<file path="src/sv/sfc_pkg.sv">
`timescale 1ns / 1ps
// ----------------------------------------------------------------------------
// Spring force package
// Shared types, widths and register indexes for the spring force pipeline.
// ----------------------------------------------------------------------------
package sfc_pkg;

  // Default width from which coordinates are sign extended.
  localparam int SFC_COORD_WIDTH = 32;

  // Fixed datapath widths.
  localparam int SFC_FIELD_W = 32;              // Q16.16 field
  localparam int SFC_CFG_W   = 31;              // configuration register width
  localparam int SFC_AD_W    = 32;              // |d| per axis
  localparam int SFC_SUM_W   = 66;              // sum of squares
  localparam int SFC_LEN_W   = 33;              // square root of the sum
  localparam int SFC_REM_W   = 36;              // square root partial remainder
  localparam int SFC_KS_W    = 64;              // k * |s|
  localparam int SFC_Q_W     = 32;              // quotient bits per axis
  localparam int SFC_SQRT_CELLS = SFC_SUM_W / 2;
  localparam int SFC_DIV_CELLS  = SFC_Q_W;

  localparam logic [SFC_CFG_W-1:0] SFC_K_RESET    = 31'd65536;
  localparam logic [SFC_CFG_W-1:0] SFC_REST_RESET = 31'd65536;

  // Configuration register indexes.
  typedef enum logic [0:0] {
    REG_SPRING_CONSTANT = 1'b0,
    REG_REST_LENGTH     = 1'b1
  } sfc_reg_e;

  // Request payload.
  typedef struct packed {
    logic signed [SFC_FIELD_W-1:0] pos_x;
    logic signed [SFC_FIELD_W-1:0] pos_y;
    logic signed [SFC_FIELD_W-1:0] pos_z;
    logic signed [SFC_FIELD_W-1:0] end_x;
    logic signed [SFC_FIELD_W-1:0] end_y;
    logic signed [SFC_FIELD_W-1:0] end_z;
  } sfc_req_t;

  // Result payload.
  typedef struct packed {
    logic signed [SFC_FIELD_W-1:0] force_x;
    logic signed [SFC_FIELD_W-1:0] force_y;
    logic signed [SFC_FIELD_W-1:0] force_z;
    logic                          zero_length;
    logic                          saturated;
  } sfc_res_t;

  // Per-request data that travels alongside the square root.
  typedef struct packed {
    logic [2:0][SFC_AD_W-1:0] ad;
    logic [2:0]               dpos;
    logic                     zero;
  } sfc_side_t;

  // Square root cell state.
  typedef struct packed {
    logic                   valid;
    logic [SFC_SUM_W-1:0]   rad;
    logic [SFC_REM_W-1:0]   rem;
    logic [SFC_LEN_W-1:0]   root;
    sfc_side_t              side;
  } sfc_sqrt_t;

  // Division cell state, three axes side by side.
  typedef struct packed {
    logic                          valid;
    logic [SFC_LEN_W-1:0]          len;
    logic [2:0][SFC_LEN_W-1:0]     r;
    logic [2:0][SFC_Q_W-1:0]       low;
    logic [2:0][SFC_Q_W-1:0]       q;
    logic [2:0]                    ov;
    logic [2:0]                    neg;
    logic                          zero;
  } sfc_div_t;

endpackage

</file>
<file path="src/sv/sfc_sqrt_cell.sv">
`timescale 1ns / 1ps
// ----------------------------------------------------------------------------
// Square root cell
// One digit step of the integer square root; retires two radicand bits.
// ----------------------------------------------------------------------------
module sfc_sqrt_cell import sfc_pkg::*; (
  input  logic      clk_i,
  input  logic      rst_ni,
  input  sfc_sqrt_t cell_i,
  output sfc_sqrt_t cell_o
);

  sfc_sqrt_t            step_d;
  sfc_sqrt_t            cell_q;
  logic                 valid_q;
  logic [SFC_REM_W-1:0] cur;
  logic [SFC_REM_W-1:0] trial;
  logic                 take;

  // Bring down the next bit pair and try the next root bit.
  always_comb begin
    cur   = {cell_i.rem[SFC_REM_W-3:0], cell_i.rad[SFC_SUM_W-1 -: 2]};
    trial = SFC_REM_W'({cell_i.root, 2'b01});
    take  = (cur >= trial);
    step_d       = cell_i;
    step_d.rad   = {cell_i.rad[SFC_SUM_W-3:0], 2'b00};
    step_d.rem   = take ? (cur - trial) : cur;
    step_d.root  = {cell_i.root[SFC_LEN_W-2:0], take};
  end

  // The valid flag is reset; the payload is not.
  always_ff @(posedge clk_i or negedge rst_ni) begin
    if (!rst_ni) begin
      valid_q <= 1'b0;
    end else begin
      valid_q <= cell_i.valid;
    end
  end

  always_ff @(posedge clk_i) begin
    cell_q <= step_d;
  end

  always_comb begin
    cell_o       = cell_q;
    cell_o.valid = valid_q;
  end

endmodule

</file>
<file path="config.mk">
export PLATFORM = sky130hd
export DESIGN_NAME = sfc_sqrt_cell
export DESIGN_NICKNAME = d
export VERILOG_FILES = /design/src/sv/sfc_pkg.sv /design/src/sv/sfc_sqrt_cell.sv
export SDC_FILE = /design/constraint.sdc
export NUM_CORES = 1
export LEC_CHECK = 0
export BUFFER_PORTS_ARGS = -buffer_cell sky130_fd_sc_hd__buf_2
export CORE_AREA = 2 2 184 186
export DETAILED_ROUTE_END_ITERATION = 8
export DIE_AREA = 0 0 186 188
export GPL_TIMING_DRIVEN = 0
export HOLD_SLACK_MARGIN = 0.15
export PLACE_DENSITY_LB_ADDON = 0.25
export SYNTH_ARGS = -nofsm -noshare
export SYNTH_HDL_FRONTEND = slang
export SYNTH_SLANG_ARGS = --single-unit
</file>
<file path="constraint.sdc">
create_clock -name clk_i -period 0.8 [get_ports clk_i]
set_clock_uncertainty 0.15 [all_clocks]
set_input_delay 0.04 -clock clk_i [delete_from_list [all_inputs] [get_ports clk_i]]
set_output_delay 0.04 -clock clk_i [all_outputs]
set_load 0.02 [all_outputs]
</file>
# Word level (Yosys, flattened, before mapping)
# Cells that the tools add are included.
[op_classes] n_reduce_logical=0 mul=0 addsub=1 order_cmp=1 eq_ne=0 n_shift=0 muxes=1 bitwise=0 n_div=0
[op_table] op="greater-or-equal comparator 36 x 35 -> 1 bit" count=1
[op_table] op="two-way mux 36 bit" count=1
[op_table] op="subtractor 36 x 35 -> 36 bit" count=1
[word_totals] ff_bits=234 latchBits=0 ramBits=0 out_inout_bits=236 n_memories=0 rom_bits=0

# Depth between registers and ports, before layout
[depth] word_depth=2 ltp_mapped=13 mapped_depth_nobuf=11

# Worst setup path after synthesis
# Ideal clock, no wire load.
[synth_timing] path_type="input to register" from="input port cell_i[100] (netlist name)" to="register cell_q (netlist bit cell_o[140])" arrival_ps=2430 path_buffers=1 stages=12 setup_slack_ps=-1901 path_cell_list="inv_1 > ha_1 > nor2b_4 > o311ai_2 > a32oi_2 > a31oi_4 > o211ai_4 > a41o_4 > a21oi_4 > inv_4 > buf_6 > mux2_4"
[synth_rtl] item="from (decl)" line_no="sfc_sqrt_cell.sv:9" rtl="input sfc_sqrt_t cell_i,"
[synth_rtl] item="to (signal assigned)" line_no="sfc_sqrt_cell.sv:41" rtl="cell_q <= step_d;"
[synth_rtl] item="to (decl)" line_no="sfc_sqrt_cell.sv:14" rtl="sfc_sqrt_t cell_q;"

==> results.yml <==
outcome:
  status: "complete, but fails checks"
  violations: "hold timing, setup timing"
sta:
  fin_crit_sh_pct: 277.2
  hold_viol: 158
  holdWs_ns: -0.5550
  period_needed_ns: 2.218
  fmax_ghz: 0.4509
  slew_headroom_pct: 60.71
  slew_viol_final: 0
  tightest_slew_ns: 0.5832
  setup_violations: 271
  rsz0062_at_grt: "true"
  worst_slack_ns: -1.418
  fin_tns_setup_ns: -142.05
route:
  vias: 6935
  drt_pre_antenna_iters: 6
  routed_wl_mm: 33.68
  drtIter0Drc: 203
  route.met3.wl_mm: 2.656
  drc_errors: 0
  wire_per_inst_um: 19.26
  wl_met2_mm: 16.77
  drt.antenna.violating_nets: 0
  routed.top_layer: "met5"
  vias_per_cell: 3.965
  m1WireLength_mm: 12.83
synthesis:
  yosys.area.top_type_share_pct: 64.07
  synthFlopType: "dfxtp_1"
  synth_cell_types: 57
  synth_area_leader_cell: "dfxtp_1"
  yosys_warnings: 0
  yosysSeqAreaShare_pct: 64.41
  syn_area_um2: 7281
  yosys-top-cells-area: "dfxtp_1 (64%), ha_1 (6.0%), mux2_4 (5.4%), inv_1 (2.4%), xnor2_1 (2.3%)"
  ys_ff_latch: 234
  synth.avg_cell_area_um2: 12.57
  async_reset_ff_share_pct: 0.4274
  synth_enable_flop_cells: 0
  syn_inst: 579
floorplanning:
  num_io_pins: 474
  die_area_um2: 34970
  core_um2: 33110
  die_y_um: 188
  start_util_pct: 21.99
  die_w_um: 186
  num_rows: 67
clock_tree:
  cts_buffer_depth: 3
  cts.reportedPaths.clkPinSlew_ns: 0.06
  clk_root_buffer_cell: "clkbuf_16"
  cts_inserted_buffers: 28
  cts_tree: "yes"
  htreeDepth: 1
  clkSinkCount: 234
critical_path:
  required_ns: 1.08
  path_class: "input pin to flip-flop"
  worst_ep_arrival_time_ns: 2.50
  cp-end-kind: "flip-flop"
  crit_fanout: 7
  start_kind: "input pin"
placed_design:
  dpl.hpwl_mm: 24.12
  place_ws_ns: -2.420
  portBuffers: 469
  place.gp.congestion: 0.8122
power:
  pwr-share-comb_pct: 23.2
  p_int_mw: 24.68
  p_leak_nw: 7.020
  p_seq_share_pct: 38.9
  switchingPower_mw: 9.314
  vdd_drop_max_mv: 1.784
  sw_frac_of_total_pct: 27.40
  clkPwrFrac_pct: 37.8
  power_density_nw_per_um2: 2224
worst_hold_path:
  hold_class: "input pin to flip-flop"
  min_delay_path_depth: 1
  hp-start: "cell_i[120]"
  min_to: "cell_o[121]"
grt:
  grt_pass1_vias: 7652
  grt_max_degree: 16
  grt_pass1_wl_mm: 47.78
  gr-total-overflow: 0
  grt.total_usage_pct: 18.45
  antenna_found_initial: 8
run:
  maxCapViolations: 0
layout:
  area_delta_synth_final_pct: 109.9
  final_nets: 1549
  layout_commonest_cell: "buf_6"
  final_cell_mix: "buf_6 (237), buf_2 (234), dfxtp_2 (232)"
  final_layout_size_suffix_gt1_share_pct: 66.05
==> layout make-up <==
class / instances / area, um2
flip-flops and latches: 234 / 4980
multi-input cells: 288 / 2664
repair buffers: 670 / 5862
fillers: 2999 / 17830
inverters: 48 / 190.2
well taps: 448 / 560.5
plain buffers: 6 / 78.83
clock inverters: 14 / 188.9
clock buffers: 33 / 739.5
diodes: 8 / 20.02
==> worst max-delay path by stage <==
stage	slack (ns)	startpoint	end
2_1_floorplan	-1.72	cell_i[133]	cell_o[140]
3_3_place_gp	-2.43	cell_i[122]	cell_o[151]
3_5_place_dp	-2.42	cell_i[122]	cell_o[151]
4_1_cts	-1.43	cell_i[100]	cell_o[164]
5_1_grt	-1.46	cell_i[100]	cell_o[163]
6_report	-1.42	cell_i[100]	cell_o[161]
==> Yosys cell counts, drive strengths merged, types with 3 or more instances <==
master	instances
nand3	10
clkbuf	4
or2	3
nand4	7
o21ai	20
o211ai	5
nand2	27
nor2b	5
inv	48
o21a	5
ha	35
and2	3
o21bai	4
a211oi	3
buf	6
a21o	9
xnor2	19
nor3	5
nor2	12
a21oi	34
and3	10
xor2	12
mux2	31
dfxtp	233
==> cells by family after synthesis <==
| kind of cell | Yosys count | share of synthesized area, % |
|---|---|---|
| adders and majority gates | 35 | 6.015 |
| AOI/OAI and AO/OA | 100 | 9.865 |
| and+or+nand+nor | 88 | 6.169 |
| muxes | 32 | 6.272 |
| other | 1 | 0.05151 |
| DFF | 234 | 64.41 |
| xor gates and xnor gates | 31 | 3.729 |
| buffers and inverters | 58 | 3.489 |
==> worst max-delay path, cell delays in order <==
cell      delay, ns
buf_8          0.10
inv_4          0.05
ha_4           0.20
nor2b_4        0.13
o311ai_4       0.26
a32oi_2        0.21
a31oi_4        0.27
o211ai_4       0.12
a41o_4         0.31
a21oi_4        0.22
inv_8          0.12
buf_12         0.16
mux2_4         0.29
==> through the flow <==
stage                     instance area, um2  hold slack [ns]  utilization, %  instances  power [mW]
final                                  15280          -0.5550           46.16       1749       33.99
after global routing                   15270          -0.5849           46.12       1744       35.39
after CTS                              15140          -0.5915           45.71       1733       34.29
after detailed placement               10340          -0.3338           31.24       1497       18.65
after global placement                 10340          -0.3338           31.24       1497       18.64
after floorplan                         7436          -0.4056               -        580       16.43
==> flip-flops by register name (all words and copies together), names as in the netlist <==
register / flops
cell_o: 233
valid_q: 1
==> power groups by stage <==
stage	Clock, mW	Sequential, mW	Combinational (mW)
final	12.9	13.2	7.90
after global routing	13.7	13.3	8.39
after CTS	13.2	13.2	7.84
after global placement	0	13.0	5.60
after detailed placement	0	13.0	5.61
after floorplan	0	14.3	2.15
==> timing repair <==
| item | 4_1_cts | 5_1_grt |
|---|---|---|
| gates cloned | 3 | 0 |
| pin swaps | 19 | 11 |
| resized for setup | 736 | 14 |
| setup buffers | 17 | 3 |
| endpoints found under the setup margin | 271 | 271 |
| hold buffers | 174 | 5 |
| hold endpoints to repair | 235 | 232 |
==> routing by layer <==
| metal | track usage (%) | vias to the layer above |
|---|---|---|
| met5 | 0 | - |
| li1 | - | 3372 |
| met2 | 33.09 | 292 |
| met1 | 19.89 | 3196 |
| met3 | 5.982 | 71 |
| met4 | 7.208 | 4 |
Note: power is estimated with default switching activity, not from simulation.
