===== src/sv/sfc_pkg.sv =====
`timescale 1ns / 1ps
// ----------------------------------------------------------------------------
// Spring force package
// Shared types, widths and register indexes for the spring force pipeline.
// ----------------------------------------------------------------------------
package sfc_pkg;

  // Default width from which coordinates are sign extended.
  localparam int SFC_COORD_WIDTH = 32;

  // Fixed datapath widths.
  localparam int SFC_FIELD_W = 32;              // Q16.16 field
  localparam int SFC_CFG_W   = 31;              // configuration register width
  localparam int SFC_AD_W    = 32;              // |d| per axis
  localparam int SFC_SUM_W   = 66;              // sum of squares
  localparam int SFC_LEN_W   = 33;              // square root of the sum
  localparam int SFC_REM_W   = 36;              // square root partial remainder
  localparam int SFC_KS_W    = 64;              // k * |s|
  localparam int SFC_Q_W     = 32;              // quotient bits per axis
  localparam int SFC_SQRT_CELLS = SFC_SUM_W / 2;
  localparam int SFC_DIV_CELLS  = SFC_Q_W;

  localparam logic [SFC_CFG_W-1:0] SFC_K_RESET    = 31'd65536;
  localparam logic [SFC_CFG_W-1:0] SFC_REST_RESET = 31'd65536;

  // Configuration register indexes.
  typedef enum logic [0:0] {
    REG_SPRING_CONSTANT = 1'b0,
    REG_REST_LENGTH     = 1'b1
  } sfc_reg_e;

  // Request payload.
  typedef struct packed {
    logic signed [SFC_FIELD_W-1:0] pos_x;
    logic signed [SFC_FIELD_W-1:0] pos_y;
    logic signed [SFC_FIELD_W-1:0] pos_z;
    logic signed [SFC_FIELD_W-1:0] end_x;
    logic signed [SFC_FIELD_W-1:0] end_y;
    logic signed [SFC_FIELD_W-1:0] end_z;
  } sfc_req_t;

  // Result payload.
  typedef struct packed {
    logic signed [SFC_FIELD_W-1:0] force_x;
    logic signed [SFC_FIELD_W-1:0] force_y;
    logic signed [SFC_FIELD_W-1:0] force_z;
    logic                          zero_length;
    logic                          saturated;
  } sfc_res_t;

  // Per-request data that travels alongside the square root.
  typedef struct packed {
    logic [2:0][SFC_AD_W-1:0] ad;
    logic [2:0]               dpos;
    logic                     zero;
  } sfc_side_t;

  // Square root cell state.
  typedef struct packed {
    logic                   valid;
    logic [SFC_SUM_W-1:0]   rad;
    logic [SFC_REM_W-1:0]   rem;
    logic [SFC_LEN_W-1:0]   root;
    sfc_side_t              side;
  } sfc_sqrt_t;

  // Division cell state, three axes side by side.
  typedef struct packed {
    logic                          valid;
    logic [SFC_LEN_W-1:0]          len;
    logic [2:0][SFC_LEN_W-1:0]     r;
    logic [2:0][SFC_Q_W-1:0]       low;
    logic [2:0][SFC_Q_W-1:0]       q;
    logic [2:0]                    ov;
    logic [2:0]                    neg;
    logic                          zero;
  } sfc_div_t;

endpackage


===== src/sv/sfc_div_cell.sv =====
`timescale 1ns / 1ps
// ----------------------------------------------------------------------------
// Division cell
// One restoring division step on each of the three axes.
// ----------------------------------------------------------------------------
module sfc_div_cell import sfc_pkg::*; (
  input  logic     clk_i,
  input  logic     rst_ni,
  input  sfc_div_t cell_i,
  output sfc_div_t cell_o
);

  sfc_div_t           step_d;
  sfc_div_t           cell_q;
  logic               valid_q;
  logic [SFC_LEN_W:0] cur [3];
  logic [2:0]         take;

  // Shift in one numerator bit per axis and subtract the length when it fits.
  always_comb begin
    step_d = cell_i;
    for (int i = 0; i < 3; i++) begin
      cur[i]  = {cell_i.r[i], cell_i.low[i][SFC_Q_W-1]};
      take[i] = (cur[i] >= {1'b0, cell_i.len});
      step_d.r[i]   = take[i] ? SFC_LEN_W'(cur[i] - {1'b0, cell_i.len})
                              : cur[i][SFC_LEN_W-1:0];
      step_d.low[i] = {cell_i.low[i][SFC_Q_W-2:0], 1'b0};
      step_d.q[i]   = {cell_i.q[i][SFC_Q_W-2:0], take[i]};
    end
  end

  always_ff @(posedge clk_i or negedge rst_ni) begin
    if (!rst_ni) begin
      valid_q <= 1'b0;
    end else begin
      valid_q <= cell_i.valid;
    end
  end

  always_ff @(posedge clk_i) begin
    cell_q <= step_d;
  end

  always_comb begin
    cell_o       = cell_q;
    cell_o.valid = valid_q;
  end

endmodule


===== config.mk =====
export PLATFORM = sky130hd
export DESIGN_NAME = sfc_div_cell
export DESIGN_NICKNAME = d
export VERILOG_FILES = /design/src/sv/sfc_pkg.sv /design/src/sv/sfc_div_cell.sv
export SDC_FILE = /design/constraint.sdc
export NUM_CORES = 1
export LEC_CHECK = 0
export ABC_CLOCK_PERIOD_IN_PS = 1100
export BUFFER_PORTS_ARGS = -buffer_cell sky130_fd_sc_hd__clkbuf_2
export CAP_MARGIN = 10
export CORE_AREA = 2 2 260 262
export DETAILED_ROUTE_END_ITERATION = 8
export DIE_AREA = 0 0 262 264
export GPL_TIMING_DRIVEN = 0
export PLACE_DENSITY = 0.38
export SLEW_MARGIN = 10
export SYNTH_ARGS = -nofsm -noshare
export SYNTH_HDL_FRONTEND = slang
export SYNTH_SLANG_ARGS = --single-unit

===== constraint.sdc =====
create_clock -name clk_i -period 1.1 [get_ports clk_i]
set_input_delay 0.11 -clock clk_i [delete_from_list [all_inputs] [get_ports clk_i]]
set_output_delay 0.11 -clock clk_i [all_outputs]
set_load 0.02 [all_outputs]

* Word level (Yosys, flattened, before mapping)
Index checks and enable logic that the tools add are counted.
** Word-level totals
- Register bits :: 329
- Input port bits :: 334
- Output and inout port bits :: 332
- Word-level logic and storage cells :: 23
** Operators by class
- Add/subtract/negate cells :: 3
- $lt $le $gt $ge :: 3
- Mux-type cells :: 3
** Operators with widths (count)
- 34-bit by 33-bit greater-or-equal comparator with 1-bit output :: 3
- 33-bit 2-to-1 mux :: 3
- 33-bit subtractor :: 3

* Logic depth before layout (Yosys ltp)
- Depth in word-level cells :: 2
- Gate-level depth with buffers :: 14
- Gate-level depth less buffers :: 13

* Worst setup path before layout
OpenSTA, ideal clock, no wires.
- Path kind :: input port to flip-flop
- From :: input cell_i[166] in the netlist's numbering
- To :: register cell_q (netlist bit cell_o[236])
- Setup time :: 0.121 ns
- Arrival :: 3.074 ns
- Data required time :: 0.979 ns
- Setup slack :: -2.095 ns
- Stages on the path :: 14
- Buffers on the path :: 1
- Cell sequence :: inv_1 > ha_1 > inv_1 > fa_1 > a211oi_1 > o21ai_1 > a2111oi_4 > o21ai_2 > nand2_2 > nand2_2 > a41o_2 > a2111oi_4 > buf_6 > mux2_4
** RTL lines
- start: declaration :: line sfc_div_cell.sv:9 : input sfc_div_t cell_i,
- end signal: assignment :: line sfc_div_cell.sv:41 : cell_q <= step_d;
- end: declaration :: line sfc_div_cell.sv:14 : sfc_div_t cell_q;

==> impl_results.md <==
- Initial antenna violation count: 23
- Clock power share: 34.3%
- Clock Pin Slew Worst Setup and Hold Paths: 0.06 ns
- Crit-path leading delay family: compound AO/OA/AOI/OAI gates
- Area Growth Syn to Fin: 113%
- Slew headroom: 65.2%
- Sequential cell area fraction in the yosys report: 50.1%
- Synth Area in Adders: 9.87%
- Slew @ Worst Pin: 0.516 ns
- Async SR Flop Fraction: 0.304%
- Syn_area_per_cell: 10.7 µm²
- Die W: 262 µm
- Setup Viol. Count Final: 431
- IO Port Bufs: 659
- Cell count after synthesis: 1,234
- Worst vdd ir: 1010 µV
- Worst EP arrival: 3.28 ns
- Psw: 0.0131 W
- Fmax: 354 MHz
- YS warnings: 0
- Core area: 66,600 µm²
- Xor and xnor fraction of the mapped netlist area: 5.73%
- GRT Residual Overflow: 0
- Leakage: 12.5 nW
- Final Worst Setup Slack: -1.73 ns
- Status: complete, but fails checks
- Die area: 69,200 µm²
- H-tree Lvls: 2
- Post-synth cell types: 72
- Fin. Hold Viols: 4
- Initial DRC Count: 557
- Crit path buffers/inverters: 5
- Largest family of logic cells by synthesized area: compound AO/OA/AOI/OAI gates
- Remaining DRCs: 0
- GRT Util Overall: 22.5%
- Pint: 0.0293 W
- Detail Route Antenna Nets: 0
- Critical Path, Cell by Cell: clkbuf_2 > inv_1 > ha_2 > o21ai_0 > o21ai_2 > a2111oi_4 > o21ai_4 > nand2_2 > nand2_4 > a41o_4 > a2111oi_4 > buf_6 > buf_12 > buf_12 > mux2_4
- Worst setup EP type: register
- Gate power share: 31.9%
- First-pass GRT wire length: 111,000 µm
- Vias per Instance: 4.26
- Post-synth EDFFs: 0
- Pin count of the biggest net entering global routing: 14
- Worst setup SP type: primary input
- TritonCTS Sinks: 329
- Die Y: 264 µm
- Initial core utilization: 19.8%
- Max-cap viol count: 0
- Top_reg_cell synth: dfxtp_1
- CP Class: in -> reg
- Switching Share: 30.9%
- Post-synthesis register bit count: 329
- Post-synthesis instance area: 13,200 µm²
- Placement Cell Area: 17,800 µm²
- Vias in the first global route: 15,043
- CP max FO: 6
- Fin nets: 2,766
- Cell Pwr Density: 1510 nW/µm²
- Layout cells sized above 1: 57.6%
- WL final: 81,000 µm
- CTS tree: done
- Design area: 28,000 µm²
- Routability cong.: 0.855
- Final Critical Period: 2.83 ns
- RSZ-0062 raised after global routing: true
- Clk root buf: clkbuf_16
- Compound-Gate Fraction of Synth Area: 16.1%
- WHS: -0.283 ns
- WL per Instance: 24.9 µm
- Final period utilization: 257%
- Final Max Slew Viols: 0
- Synth Area in Simple Gates: 8.46%
- Detailed Place HPWL: 64,100 µm
- Via count: 13,837
- Max clock buf depth: 3
- Sequential Power Share: 33.8%
- Critical Path Slowest Stage Cell: a2111oi_4
- FP Rows: 95
- Drt first pass iters: 4
- Failing checks: hold timing, setup timing
- Largest stage delay, worst path: 0.41 ns
- Clock buffer count from CTS: 42
- Hold crit path type: in -> reg
- CP Data Required Time: 1.55 ns
- I/O pin total: 666
- Multiplexer area fraction after synthesis: 6.68%
==> logic make-up (layout without fill, tap and decap cells) <==
group,after synthesis,count (layout)
DFF,329,329
AOI/OAI and AO/OA,326,326
and+or+nand+nor,227,227
adders and majority gates,102,102
buffers and inverters,94,1222
xor gates and xnor gates,86,86
muxes,69,69
other,1,12
==> through the flow <==
step                      util, %  power, W  setup slack, ns  cells  setup TNS, ns
after floorplan                 -    0.0191            -2.05   1236        -161.04
after global placement       26.8    0.0229            -3.35   2768        -275.27
after detailed placement     26.8    0.0228            -3.34   2768        -275.26
after CTS                    40.9    0.0418            -1.68   3221        -173.35
after global routing         42.0    0.0441            -1.75   3241        -179.60
final                        42.0    0.0424            -1.73   3246        -162.33
==> cell usage in the layout (no fill, tap or decap), types with 38 or more instances in the layout <==
cell type      Yosys  layout
a21o_1            41      41
a21oi_1           90      81
clkbuf_2           0     327
buf_4              4      40
o21ai_0           75      41
ha_1              99      86
dfxtp_2            0     322
xnor2_1           53      53
buf_8              0     315
nand2_1           76      49
inv_1             57      38
nor2_1            45      45
dlygate4sd3_1      0     326
clkbuf_16          0      68
==> state kept, by name (all words and copies together) (netlist names) <==
signal	cells
cell_o	328
valid_q	1
==> power groups by stage <==
stage	Sequential [W]	Combinational [W]	Clock [W]
2_1_floorplan	0.0153	0.00377	0
3_3_place_gp	0.0138	0.00909	0
3_5_place_dp	0.0138	0.00905	0
4_1_cts	0.0140	0.0129	0.0149
5_1_grt	0.0144	0.0143	0.0154
6_report	0.0143	0.0135	0.0145
==> repair_timing <==
action,CTS,global route
pin swaps,42,22
setup endpoints to repair,431,431
hold buffers,321,5
resized for setup,1150,388
cloned,8,1
hold endpoints to repair,327,8
buffers inserted,48,17
==> synthesized netlist by cell type (all sizes together), types with 3 or more instances <==
cell type	n	area, µm²
dfxtp	328	6570
ha	99	1240
a21oi	90	450
o21ai	80	404
nand2	78	298
mux2	66	848
inv	57	214
xnor2	53	464
nor2	45	169
a21o	41	308
xor2	33	289
clkbuf	24	90.1
nand3	18	90.1
and3	17	118
nand4	17	106
o21bai	17	128
a211oi	15	118
a31oi	14	87.6
o21a	14	105
buf	13	98.8
nor2b	13	81.3
nor3	9	45.0
nand2b	8	50.1
o31ai	8	60.1
a21boi	6	45.1
and2	6	37.5
o211ai	6	45.0
and4	5	43.8
nor4	5	31.3
a2111oi	4	78.8
a221oi	4	35.0
a41oi	4	42.6
a311oi	3	26.3
fa	3	60.1
mux2i	3	30.0
==> cell type report <==
| class | instances | area, µm² |
|---|---|---|
| fill | 6451 | 38600 |
| timing repair buffer | 1054 | 10900 |
| sequential | 329 | 7020 |
| multi-input combinational | 813 | 6930 |
| clock buffer | 53 | 1170 |
| tap | 873 | 1090 |
| buffer | 33 | 309 |
| clock inverter | 25 | 272 |
| inverter | 57 | 272 |
| antenna | 9 | 22.5 |
==> worst paths after layout <==
kind	endpoint	slack [ns]	start	depth (start not counted)
min	cell_o[298]	-0.28	cell_i[298]	1
max in group asynchronous	valid_q	0.63	rst_ni	3
max	cell_o[261]	-1.73	cell_i[301]	15
min in group asynchronous	valid_q	0.37	rst_ni	3
==> routing by layer <==
metal	global-route usage, %	up-vias	wire length, µm
met1	22.2	6680	27800
met3	5.89	112	5520
met2	45.5	416	44900
met4	5.37	26	2580
met5	0	-	161
li1	-	6603	-
Note: power is estimated with default switching activity, not from simulation.
